`config.mk`:
```
export PLATFORM = sky130hd
export DESIGN_NAME = calendar_date_arithmetic_core
export DESIGN_NICKNAME = d
export VERILOG_FILES = /design/src/cda_pkg.sv /design/src/calendar_date_arithmetic_core.sv
export SDC_FILE = /design/constraint.sdc
export NUM_CORES = 2
export LEC_CHECK = 0
export BUFFER_PORTS_ARGS = -buffer_cell sky130_fd_sc_hd__buf_2
export CORE_UTILIZATION = 65
export DETAILED_ROUTE_END_ITERATION = 10
export PLACE_DENSITY = 0.93
export SLEW_MARGIN = 20
export SYNTH_ARGS = -nofsm -noshare
export SYNTH_HDL_FRONTEND = slang
export SYNTH_SLANG_ARGS = --single-unit
```
`constraint.sdc`:
```
create_clock -name clk -period 10.2 [get_ports clk]
set_input_delay 0.51 -clock clk [delete_from_list [all_inputs] [get_ports clk]]
set_output_delay 0.51 -clock clk [all_outputs]
set_load 0.01 [all_outputs]
```
`src/cda_pkg.sv`:
```
// shared types and constants of the calendar date unit
package cda_pkg;

    typedef enum logic [1:0] {
        KIND_TO_DATE   = 2'd0,
        KIND_TO_SERIAL = 2'd1,
        KIND_NORMALIZE = 2'd2,
        KIND_ADD       = 2'd3
    } kind_t;

    localparam int unsigned DAYS_400 = 146097;
    localparam int unsigned DAYS_100 = 36524;
    localparam int unsigned DAYS_4   = 1461;
    localparam int unsigned DAYS_1   = 365;

    // floor reciprocals, quotient comes out low by at most one
    localparam logic [24:0] RCP_400 = 25'((64'd1 << 42) / 64'd146097);
    localparam logic [14:0] RCP_100 = 15'((64'd1 << 30) / 64'd36524);
    localparam logic [17:0] RCP_4   = 18'((64'd1 << 28) / 64'd1461);
    localparam logic [13:0] RCP_1   = 14'((64'd1 << 22) / 64'd365);

    // control that travels with a date through the back stages
    typedef struct packed {
        logic        sat;
        logic        flag;
        logic [21:0] serial;
    } cda_ctl_t;

    // day of year before month mi (0 based), leap day counted from march on
    function automatic logic [8:0] month_start(input logic [3:0] mi, input logic leap);
        logic [8:0] base;
        begin
            case (mi)
                4'd0:    base = 9'd0;
                4'd1:    base = 9'd31;
                4'd2:    base = 9'd59;
                4'd3:    base = 9'd90;
                4'd4:    base = 9'd120;
                4'd5:    base = 9'd151;
                4'd6:    base = 9'd181;
                4'd7:    base = 9'd212;
                4'd8:    base = 9'd243;
                4'd9:    base = 9'd273;
                4'd10:   base = 9'd304;
                4'd11:   base = 9'd334;
                default: base = 9'd0;
            endcase
            month_start = base + {8'd0, (leap && (mi >= 4'd2))};
        end
    endfunction

endpackage

```
`src/calendar_date_arithmetic_core.sv`:
```
// proleptic gregorian date unit: serial/date conversion, normalize, add offset
//
// usage
//   one command channel in: an operation is transferred at a rising edge where
//   start is high and busy is low. busy stays low, so a new operation may be
//   issued in every cycle.
//   kind selects serial to date, date to serial, normalize a signed triple,
//   or add the signed day offset in in_serial to the date.
//   one result out per operation: done is high for exactly one cycle while
//   out_day, out_month, out_year, out_serial and out_of_range hold the result.
//   the receiver cannot stall, so nothing holds the pipeline.
// pipeline and throughput
//   a fifteen stage pipeline: results leave in issue order, one per cycle at
//   full rate.
//   the depth is set by the serial to date split into 400/100/4/1 year
//   blocks, each a reciprocal multiply stage and a correction stage.
// reset
//   rst_n clears the valid bits only; operations in flight are dropped.
// out_of_range is set when the result passes MAX_YEAR, or falls below year 1 for
// date to serial and normalize; any such result reads 1/1/1 with serial 1.
module calendar_date_arithmetic_core
    import cda_pkg::*;
#(
    parameter int unsigned MAX_YEAR = 9999
)
(
    input  logic               clk,
    input  logic               rst_n,
    input  logic               start,
    output logic               busy,
    input  logic [1:0]         kind,
    input  logic signed [16:0] in_day,
    input  logic signed [12:0] in_month,
    input  logic [13:0]        in_year,
    input  logic signed [22:0] in_serial,
    output logic               done,
    output logic [4:0]         out_day,
    output logic [3:0]         out_month,
    output logic [13:0]        out_year,
    output logic [21:0]        out_serial,
    output logic               out_of_range
);

    // last serial of the year MAX_YEAR
    localparam int unsigned LAST = 365 * MAX_YEAR + MAX_YEAR / 4 - MAX_YEAR / 100
                                   + MAX_YEAR / 400;
    localparam int NSTG = 14;

    logic [NSTG:1] v_reg, v_next;
    logic          done_reg;

    // stage 1: month carry approximation
    kind_t              s1_kind_reg;
    logic signed [16:0] s1_d_reg;
    logic [13:0]        s1_y_reg;
    logic signed [22:0] s1_s_reg;
    logic [13:0]        s1_x12_reg;
    logic [9:0]         s1_q12_reg;
    // stage 2: year split for leap and day count
    kind_t              s2_kind_reg;
    logic signed [16:0] s2_d_reg;
    logic signed [22:0] s2_s_reg;
    logic [3:0]         s2_mi_reg;
    logic [14:0]        s2_tp_reg;
    logic [7:0]         s2_hq_reg;
    logic [7:0]         s2_hy_reg;
    // stage 3: days before year
    kind_t              s3_kind_reg;
    logic signed [16:0] s3_d_reg;
    logic signed [22:0] s3_s_reg;
    logic [3:0]         s3_mi_reg;
    logic               s3_leap_reg;
    logic signed [26:0] s3_dby_reg;
    // stage 4: total serial
    logic signed [26:0] s4_total_reg;
    logic               s4_clamp_reg;
    // stages 5..14
    cda_ctl_t           ctl_reg [5:NSTG];
    logic [24:0]        s5_r_reg, s6_r_reg;
    logic [7:0]         s6_qa_reg;
    logic [7:0]         q400_reg [7:NSTG-1];
    logic [17:0]        s7_r_reg, s8_r_reg;
    logic [2:0]         s8_qa_reg;
    logic [1:0]         q100_reg [9:NSTG-1];
    logic [15:0]        s9_r_reg, s10_r_reg;
    logic [4:0]         s10_qa_reg;
    logic [4:0]         q4_reg [11:NSTG-1];
    logic [10:0]        s11_r_reg, s12_r_reg;
    logic [2:0]         s12_qa_reg;
    logic [1:0]         q1_reg [13:NSTG-1];
    logic [8:0]         s13_r_reg, s14_r_reg;
    logic [15:0]        s14_year_reg;
    logic               s14_leap_reg;
    logic [3:0]         s14_mo_reg;
    // output registers
    logic [4:0]         day_reg;
    logic [3:0]         month_reg;
    logic [13:0]        year_reg;
    logic [21:0]        serial_reg;
    logic               oor_reg;

    // combinational per stage
    logic [13:0]        x12_c;
    logic [27:0]        p12_c;
    logic [3:0]         mi_c;
    logic [14:0]        tp_c, yp_c, yp3_c;
    logic [27:0]        phq_c, phy_c;
    logic               rz_c, leap3_c;
    logic signed [26:0] dby_c, add_c, total_c;
    logic               nonpos_c, big_c;
    cda_ctl_t           ctl_c;
    logic [24:0]        r5_c;
    logic [49:0]        p400_c;
    logic [24:0]        rem400_c;
    logic               inc400_c;
    logic [32:0]        p100_c;
    logic [17:0]        rem100_c;
    logic               inc100_c;
    logic [2:0]         q100_c;
    logic [16:0]        r100_c;
    logic [33:0]        p4_c;
    logic [15:0]        rem4_c;
    logic               inc4_c;
    logic [24:0]        p1_c;
    logic [10:0]        rem1_c;
    logic               inc1_c;
    logic [2:0]         q1_c;
    logic [9:0]         r1_c;
    logic [15:0]        year_c;
    logic               leap14_c;
    logic [3:0]         mo_c;
    logic [4:0]         day_c;

    assign busy = 1'b0;

    always_comb
    begin
        // stage 1: (month-1) offset by 342 years of months, divide by 12
        x12_c = {in_month[12], in_month} + 14'd4103;
        p12_c = 28'(x12_c) * 28'd10923;

        // stage 2: month index, year block offset by 400 years
        mi_c  = 4'(s1_x12_reg - 14'(s1_q12_reg) * 14'd12);
        tp_c  = 15'(s1_y_reg) + 15'(s1_q12_reg) + 15'd57;
        yp_c  = tp_c + 15'd1;
        phq_c = 28'(tp_c) * 28'd5243;
        phy_c = 28'(yp_c) * 28'd5243;

        // stage 3: leap flag and days in the years before
        yp3_c   = s2_tp_reg + 15'd1;
        rz_c    = (yp3_c == 15'(s2_hy_reg) * 15'd100);
        leap3_c = ((yp3_c[1:0] == 2'd0) && !rz_c) || (rz_c && (s2_hy_reg[1:0] == 2'd0));
        dby_c   = 27'(s2_tp_reg) * 27'd365 + 27'(s2_tp_reg[14:2]) - 27'(s2_hq_reg)
                  + 27'(s2_hq_reg[7:2]) - 27'd146097;

        // stage 4: linear day count
        add_c = s3_dby_reg + 27'(month_start(s3_mi_reg, s3_leap_reg)) + 27'(s3_d_reg);
        if (s3_kind_reg == KIND_ADD)
        begin
            add_c = add_c + 27'(s3_s_reg);
        end
        total_c = (s3_kind_reg == KIND_TO_DATE) ? 27'(s3_s_reg) : add_c;

        // stage 5: range check and saturation
        nonpos_c      = (s4_total_reg <= 27'sd0);
        big_c         = (s4_total_reg > $signed(27'(LAST)));
        ctl_c.sat     = nonpos_c || big_c;
        ctl_c.flag    = big_c || (nonpos_c && !s4_clamp_reg);
        ctl_c.serial  = ctl_c.sat ? 22'd1 : 22'(s4_total_reg);
        r5_c          = ctl_c.sat ? 25'd0 : 25'(s4_total_reg - 27'sd1);

        // stage 6: 400 year quotient estimate
        p400_c = 50'(s5_r_reg) * 50'(RCP_400);

        // stage 7: correct 400 year quotient
        rem400_c = s6_r_reg - 25'(s6_qa_reg) * 25'(DAYS_400);
        inc400_c = (rem400_c >= 25'(DAYS_400));

        // stage 8: 100 year quotient estimate
        p100_c = 33'(s7_r_reg) * 33'(RCP_100);

        // stage 9: correct and clamp to three centuries
        rem100_c = s8_r_reg - 18'(s8_qa_reg) * 18'(DAYS_100);
        inc100_c = (rem100_c >= 18'(DAYS_100));
        q100_c   = s8_qa_reg + 3'(inc100_c);
        r100_c   = inc100_c ? 17'(rem100_c - 18'(DAYS_100)) : 17'(rem100_c);
        if (q100_c == 3'd4)
        begin
            q100_c = 3'd3;
            r100_c = r100_c + 17'(DAYS_100);
        end

        // stage 10: 4 year quotient estimate
        p4_c = 34'(s9_r_reg) * 34'(RCP_4);

        // stage 11: correct 4 year quotient
        rem4_c = s10_r_reg - 16'(s10_qa_reg) * 16'(DAYS_4);
        inc4_c = (rem4_c >= 16'(DAYS_4));

        // stage 12: year quotient estimate
        p1_c = 25'(s11_r_reg) * 25'(RCP_1);

        // stage 13: correct and clamp to three years
        rem1_c = s12_r_reg - 11'(s12_qa_reg) * 11'(DAYS_1);
        inc1_c = (rem1_c >= 11'(DAYS_1));
        q1_c   = s12_qa_reg + 3'(inc1_c);
        r1_c   = inc1_c ? 10'(rem1_c - 11'(DAYS_1)) : 10'(rem1_c);
        if (q1_c == 3'd4)
        begin
            q1_c = 3'd3;
            r1_c = r1_c + 10'(DAYS_1);
        end

        // stage 14: year number, leap and month search
        year_c   = 16'(q400_reg[13]) * 16'd400 + 16'(q100_reg[13]) * 16'd100
                   + 16'(q4_reg[13]) * 16'd4 + 16'(q1_reg[13]) + 16'd1;
        leap14_c = (q1_reg[13] == 2'd3) && ((q4_reg[13] != 5'd24) || (q100_reg[13] == 2'd3));
        mo_c     = 4'd0;
        for (int i = 1; i < 12; i++)
        begin
            if (month_start(4'(i), leap14_c) <= s13_r_reg)
            begin
                mo_c = mo_c + 4'd1;
            end
        end

        // stage 15: day of month
        day_c = 5'(s14_r_reg - month_start(s14_mo_reg, s14_leap_reg)) + 5'd1;

        v_next = {v_reg[NSTG-1:1], start};
    end

    always_ff @(posedge clk or negedge rst_n)
    begin
        if (!rst_n)
        begin
            v_reg    <= '0;
            done_reg <= 1'b0;
        end
        else
        begin
            v_reg    <= v_next;
            done_reg <= v_reg[NSTG];
        end
    end

    always_ff @(posedge clk)
    begin
        s1_kind_reg  <= kind_t'(kind);
        s1_d_reg     <= in_day;
        s1_y_reg     <= in_year;
        s1_s_reg     <= in_serial;
        s1_x12_reg   <= x12_c;
        s1_q12_reg   <= p12_c[26:17];

        s2_kind_reg  <= s1_kind_reg;
        s2_d_reg     <= s1_d_reg;
        s2_s_reg     <= s1_s_reg;
        s2_mi_reg    <= mi_c;
        s2_tp_reg    <= tp_c;
        s2_hq_reg    <= phq_c[26:19];
        s2_hy_reg    <= phy_c[26:19];

        s3_kind_reg  <= s2_kind_reg;
        s3_d_reg     <= s2_d_reg;
        s3_s_reg     <= s2_s_reg;
        s3_mi_reg    <= s2_mi_reg;
        s3_leap_reg  <= leap3_c;
        s3_dby_reg   <= dby_c;

        s4_total_reg <= total_c;
        s4_clamp_reg <= (s3_kind_reg == KIND_TO_DATE) || (s3_kind_reg == KIND_ADD);

        ctl_reg[5]   <= ctl_c;
        for (int k = 6; k <= NSTG; k++)
        begin
            ctl_reg[k] <= ctl_reg[k-1];
        end
        s5_r_reg     <= r5_c;

        s6_r_reg     <= s5_r_reg;
        s6_qa_reg    <= p400_c[49:42];

        q400_reg[7]  <= s6_qa_reg + 8'(inc400_c);
        for (int k = 8; k < NSTG; k++)
        begin
            q400_reg[k] <= q400_reg[k-1];
        end
        s7_r_reg     <= inc400_c ? 18'(rem400_c - 25'(DAYS_400)) : 18'(rem400_c);

        s8_r_reg     <= s7_r_reg;
        s8_qa_reg    <= p100_c[32:30];

        q100_reg[9]  <= q100_c[1:0];
        for (int k = 10; k < NSTG; k++)
        begin
            q100_reg[k] <= q100_reg[k-1];
        end
        s9_r_reg     <= r100_c[15:0];

        s10_r_reg    <= s9_r_reg;
        s10_qa_reg   <= p4_c[32:28];

        q4_reg[11]   <= s10_qa_reg + 5'(inc4_c);
        for (int k = 12; k < NSTG; k++)
        begin
            q4_reg[k] <= q4_reg[k-1];
        end
        s11_r_reg    <= inc4_c ? 11'(rem4_c - 16'(DAYS_4)) : 11'(rem4_c);

        s12_r_reg    <= s11_r_reg;
        s12_qa_reg   <= p1_c[24:22];

        q1_reg[13]   <= q1_c[1:0];
        s13_r_reg    <= r1_c[8:0];

        s14_r_reg    <= s13_r_reg;
        s14_year_reg <= year_c;
        s14_leap_reg <= leap14_c;
        s14_mo_reg   <= mo_c;

        // saturated results read as 1/1/1
        if (ctl_reg[NSTG].sat)
        begin
            day_reg   <= 5'd1;
            month_reg <= 4'd1;
            year_reg  <= 14'd1;
        end
        else
        begin
            day_reg   <= day_c;
            month_reg <= s14_mo_reg + 4'd1;
            year_reg  <= s14_year_reg[13:0];
        end
        serial_reg <= ctl_reg[NSTG].serial;
        oor_reg    <= ctl_reg[NSTG].flag;
    end

    assign done         = done_reg;
    assign out_day      = day_reg;
    assign out_month    = month_reg;
    assign out_year     = year_reg;
    assign out_serial   = serial_reg;
    assign out_of_range = oor_reg;

endmodule

```
==> summary by stage <==
Worst setup path
The largest incremental delay on the critical path is 0.53 ns. The worst setup path is launched from a register. The path type of the worst setup path is reg -> reg. The number of buffers and inverters on the critical path is 6. The family with the most delay on the worst path is adder cells. The data required time at the worst endpoint is 10.80 ns.

The arrival time reported for the critical path endpoint is between 9 and 10 ns. Along the worst path, the maximum fanout reaches 9. The slowest stage of the critical path belongs to the cell sky130_fd_sc_hd__fa_1. The type of element capturing the critical path is a register.

Final layout
Fill cells in the final layout number 6658. The proportion of layout cells with a drive suffix above 1 is 5.07%. The number of nets in the finished design is about 9200.

The number of flip-flops in the largest register is 240. The cell area after layout is approximately 77000 um2. The multi-input combinational cells in the finished layout cover a total of approximately 48000 um2. The sequential cells in the finished layout cover a total of 16900 um2. The area growth from synthesis to layout is 8.71%.

Synthesis
After synthesis, flip-flops and latches occupy 23.9% of the total area. The synthesized netlist occupies a cell area of about 70000 um2. The fraction of synthesis flops using an asynchronous set or reset pin is 1.79%. By area the synthesized netlist is led by sky130_fd_sc_hd__ha_1, sky130_fd_sc_hd__fa_1, sky130_fd_sc_hd__dfxtp_1.

The synthesized design contains approximately 840 register bits. The commonest register cell after synthesis is sky130_fd_sc_hd__dfxtp_1. The biggest area contributor in the post-synthesis netlist is sky130_fd_sc_hd__ha_1.

The cell count after synthesis came out at between 6000 and 7000. For this run, the number of Yosys warnings is 0. The number of synthesized flops with an enable pin is 0. The share of synthesized area in the top cell type comes to 24.4%. Counting every net in the synthesized netlist gives 8998. The count of different cell masters after synthesis is 93. After synthesis, the mean cell area works out to 10.5 um2.

GRT
The number of global-route vias before repair is 55600. The total grt overflow is 0. The largest net degree at the start of global routing is 47. In the global route stage, met1 resource usage came out at 35.1%. The number of antenna violations at the first check in global routing is 4. The first global-routing pass estimated around 280000 um of wire. In this run the most used layer during global routing was met2. Global routing used 32.4% of the available tracks across all layers. For met3 alone, demand over resource in global routing was 7.11%.

The global routing met2 resource utilization is 57.0%.

Die
The die outline area is about 110000 um2. For this design the top-level I/O count stands at 120. Once the floorplan was initialized, standard cells occupied between 60% and 70% of the core.

The area of the core is about 110000 um2. Row generation in the floorplan step produced 120 rows. The die span in y is 331 um. The die width is 331 um.

Placed design
The final weighted congestion in routability-driven placement is about 0.97. Detailed placement ended at an HPWL of 125000 um. Once placement finished, the instance area stood at 72800 um2.

Buffers placed on the I/O ports in this run total 118.

Detailed routing
The routed via count divided by cell count is 5.84. For this run, the detailed router's first-pass iteration total came to 8. The residual antenna-violating net count after detailed routing is 0. The final route contains 49200 vias. The routed wire length is 173000 um. After detailed routing, the average wire length per cell comes to 20.5 um. The residual DRC count is 0. The DRC marker count from the first detailed-route iteration is 3553.

STA
The clock arrives with ~0.051 ns of skew. The actual transition at the worst max-transition pin is 1.08 ns. The final hold violation count is 0. The worst path uses 86.3% of the clock period. For the finished layout, the period the worst path requires is a little under 9 ns.

Setup repair after global routing left no endpoint under its margin. Hold is met by about 0.093 ns. The normalized max-slew margin is about 26%. The post-route setup TNS is 0 ns. The upper clock frequency limit is roughly 0.11 GHz. The max-slew violation count is 0. Setup violations remaining at the end of the flow were counted as 0.

Clock network
At the later pin of the worst-skew pair, clock insertion delay measures 0.74 ns. TritonCTS built the clock tree. Clock-pin slew was measured on the worst setup and hold paths at around 0.06 ns.

Once the clock tree was built, the resizer swapped 0 gates to a different size. The number of buffers added for setup after CTS is 0. The clock sink total is 838.

The deepest level of the CTS H-tree is 3. In this run the clock root is driven by a sky130_fd_sc_hd__clkbuf_16. The CTS buffer count is 86. Counting along the longest clock path gives a buffer depth of 3.

Min path
The type of the worst min-delay path is in -> reg.

Status
The flow ran to the end, and the final reports show no timing, DRC or antenna violations.

Job
The number of maximum-capacitance violations is 0.
cells by family (layout without fill, tap and decap cells):
family,after synthesis,in the layout,share of synthesized area [%]
compound gates,830,830,7.83
xor+xnor,449,449,5.71
fa+ha+maj,2207,2207,48.0
buf+inv,1503,1808,8.02
flops,838,838,23.9
mux,36,36,0.525
other cells,1,2,0.00532
simple gates,855,855,5.98
metrics by stage:
stage | std cells | util [%] | setup slack [ns]
floorplan | 6719 | - | 2.09
global placement | 8211 | 67.8 | 1.67
detailed placement | 8211 | 67.8 | 1.44
CTS | 8427 | 71.4 | 1.30
global route | 8427 | 71.4 | 0.688
finish | 8428 | 71.4 | 1.40
cell type report:
cell class | count | area share [%]
inverters | 1460 | 7.15
well taps | 1403 | 2.29
clock inverters | 52 | 1.13
repair buffers | 190 | 1.66
multi-input cells | 4378 | 62.6
diodes | 1 | 0.00326
flip-flops and latches | 838 | 22.0
clock buffers | 106 | 3.14
per-layer routing:
layer  vias up  part of all wire (%)  routed length (um)
li1      22100                     -                   -
met1     23800                    35               61200
met2      2292                    50               86200
met3       962                   7.3               12600
met4         2                   7.5               12900
met5         -                0.0098                  17
final timing paths:
| path | cells after the start | start | slack, ns | to |
|---|---|---|---|---|
| setup / recovery | 37 | s1_q12_reg[1] | 1.40 | s2_hy_reg[7] |
| hold / removal | 2 | in_month[0] | 0.09 | s1_x12_reg[0] |
| setup reg to reg | 37 | s1_q12_reg[1] | 1.40 | s2_hy_reg[7] |
| hold reg to reg | 0 | q400_reg[0][89] | 0.31 | q400_reg[0][97] |
| max in group asynchronous | 2 | rst_n | 9.72 | v_reg[10] |
| min in group asynchronous | 2 | rst_n | 0.23 | done |
layout by cell type, fill, tap and decap left out, types with 59 or more instances in the layout:
cell	instances
sky130_fd_sc_hd__xor2_1	118
sky130_fd_sc_hd__buf_2	118
sky130_fd_sc_hd__fa_1	834
sky130_fd_sc_hd__xnor2_1	323
sky130_fd_sc_hd__a21o_1	121
sky130_fd_sc_hd__nor2_1	237
sky130_fd_sc_hd__clkbuf_16	88
sky130_fd_sc_hd__nand3_1	65
sky130_fd_sc_hd__inv_1	1460
sky130_fd_sc_hd__nor3_1	65
sky130_fd_sc_hd__nand2_1	186
sky130_fd_sc_hd__a21oi_1	213
sky130_fd_sc_hd__o21ai_0	156
sky130_fd_sc_hd__dfxtp_1	823
sky130_fd_sc_hd__ha_1	1372
sky130_fd_sc_hd__nand2b_1	59
synth_stat cells, drive strengths merged, types with 23 or more instances:
cell / count
a211oi: 23
a21o: 121
a21oi: 215
a31oi: 35
and3: 49
clkbuf: 31
dfxtp: 823
fa: 834
ha: 1373
inv: 1460
mux2i: 28
nand2: 187
nand2b: 59
nand3: 65
nand4: 24
nor2: 237
nor2b: 50
nor3: 65
o21a: 55
o21ai: 159
o21bai: 35
o31ai: 28
or2: 24
or3: 23
xnor2: 327
xor2: 120
timing repair:
action / in CTS / in global routing
setup endpoints to repair: 0 / 0
hold buffers: 58 / 0
hold endpoints to repair: 72 / 0
Power is left out: the tool's default activity adds up to more than one toggle a clock period on the data nets, which glitch-free logic cannot reach.
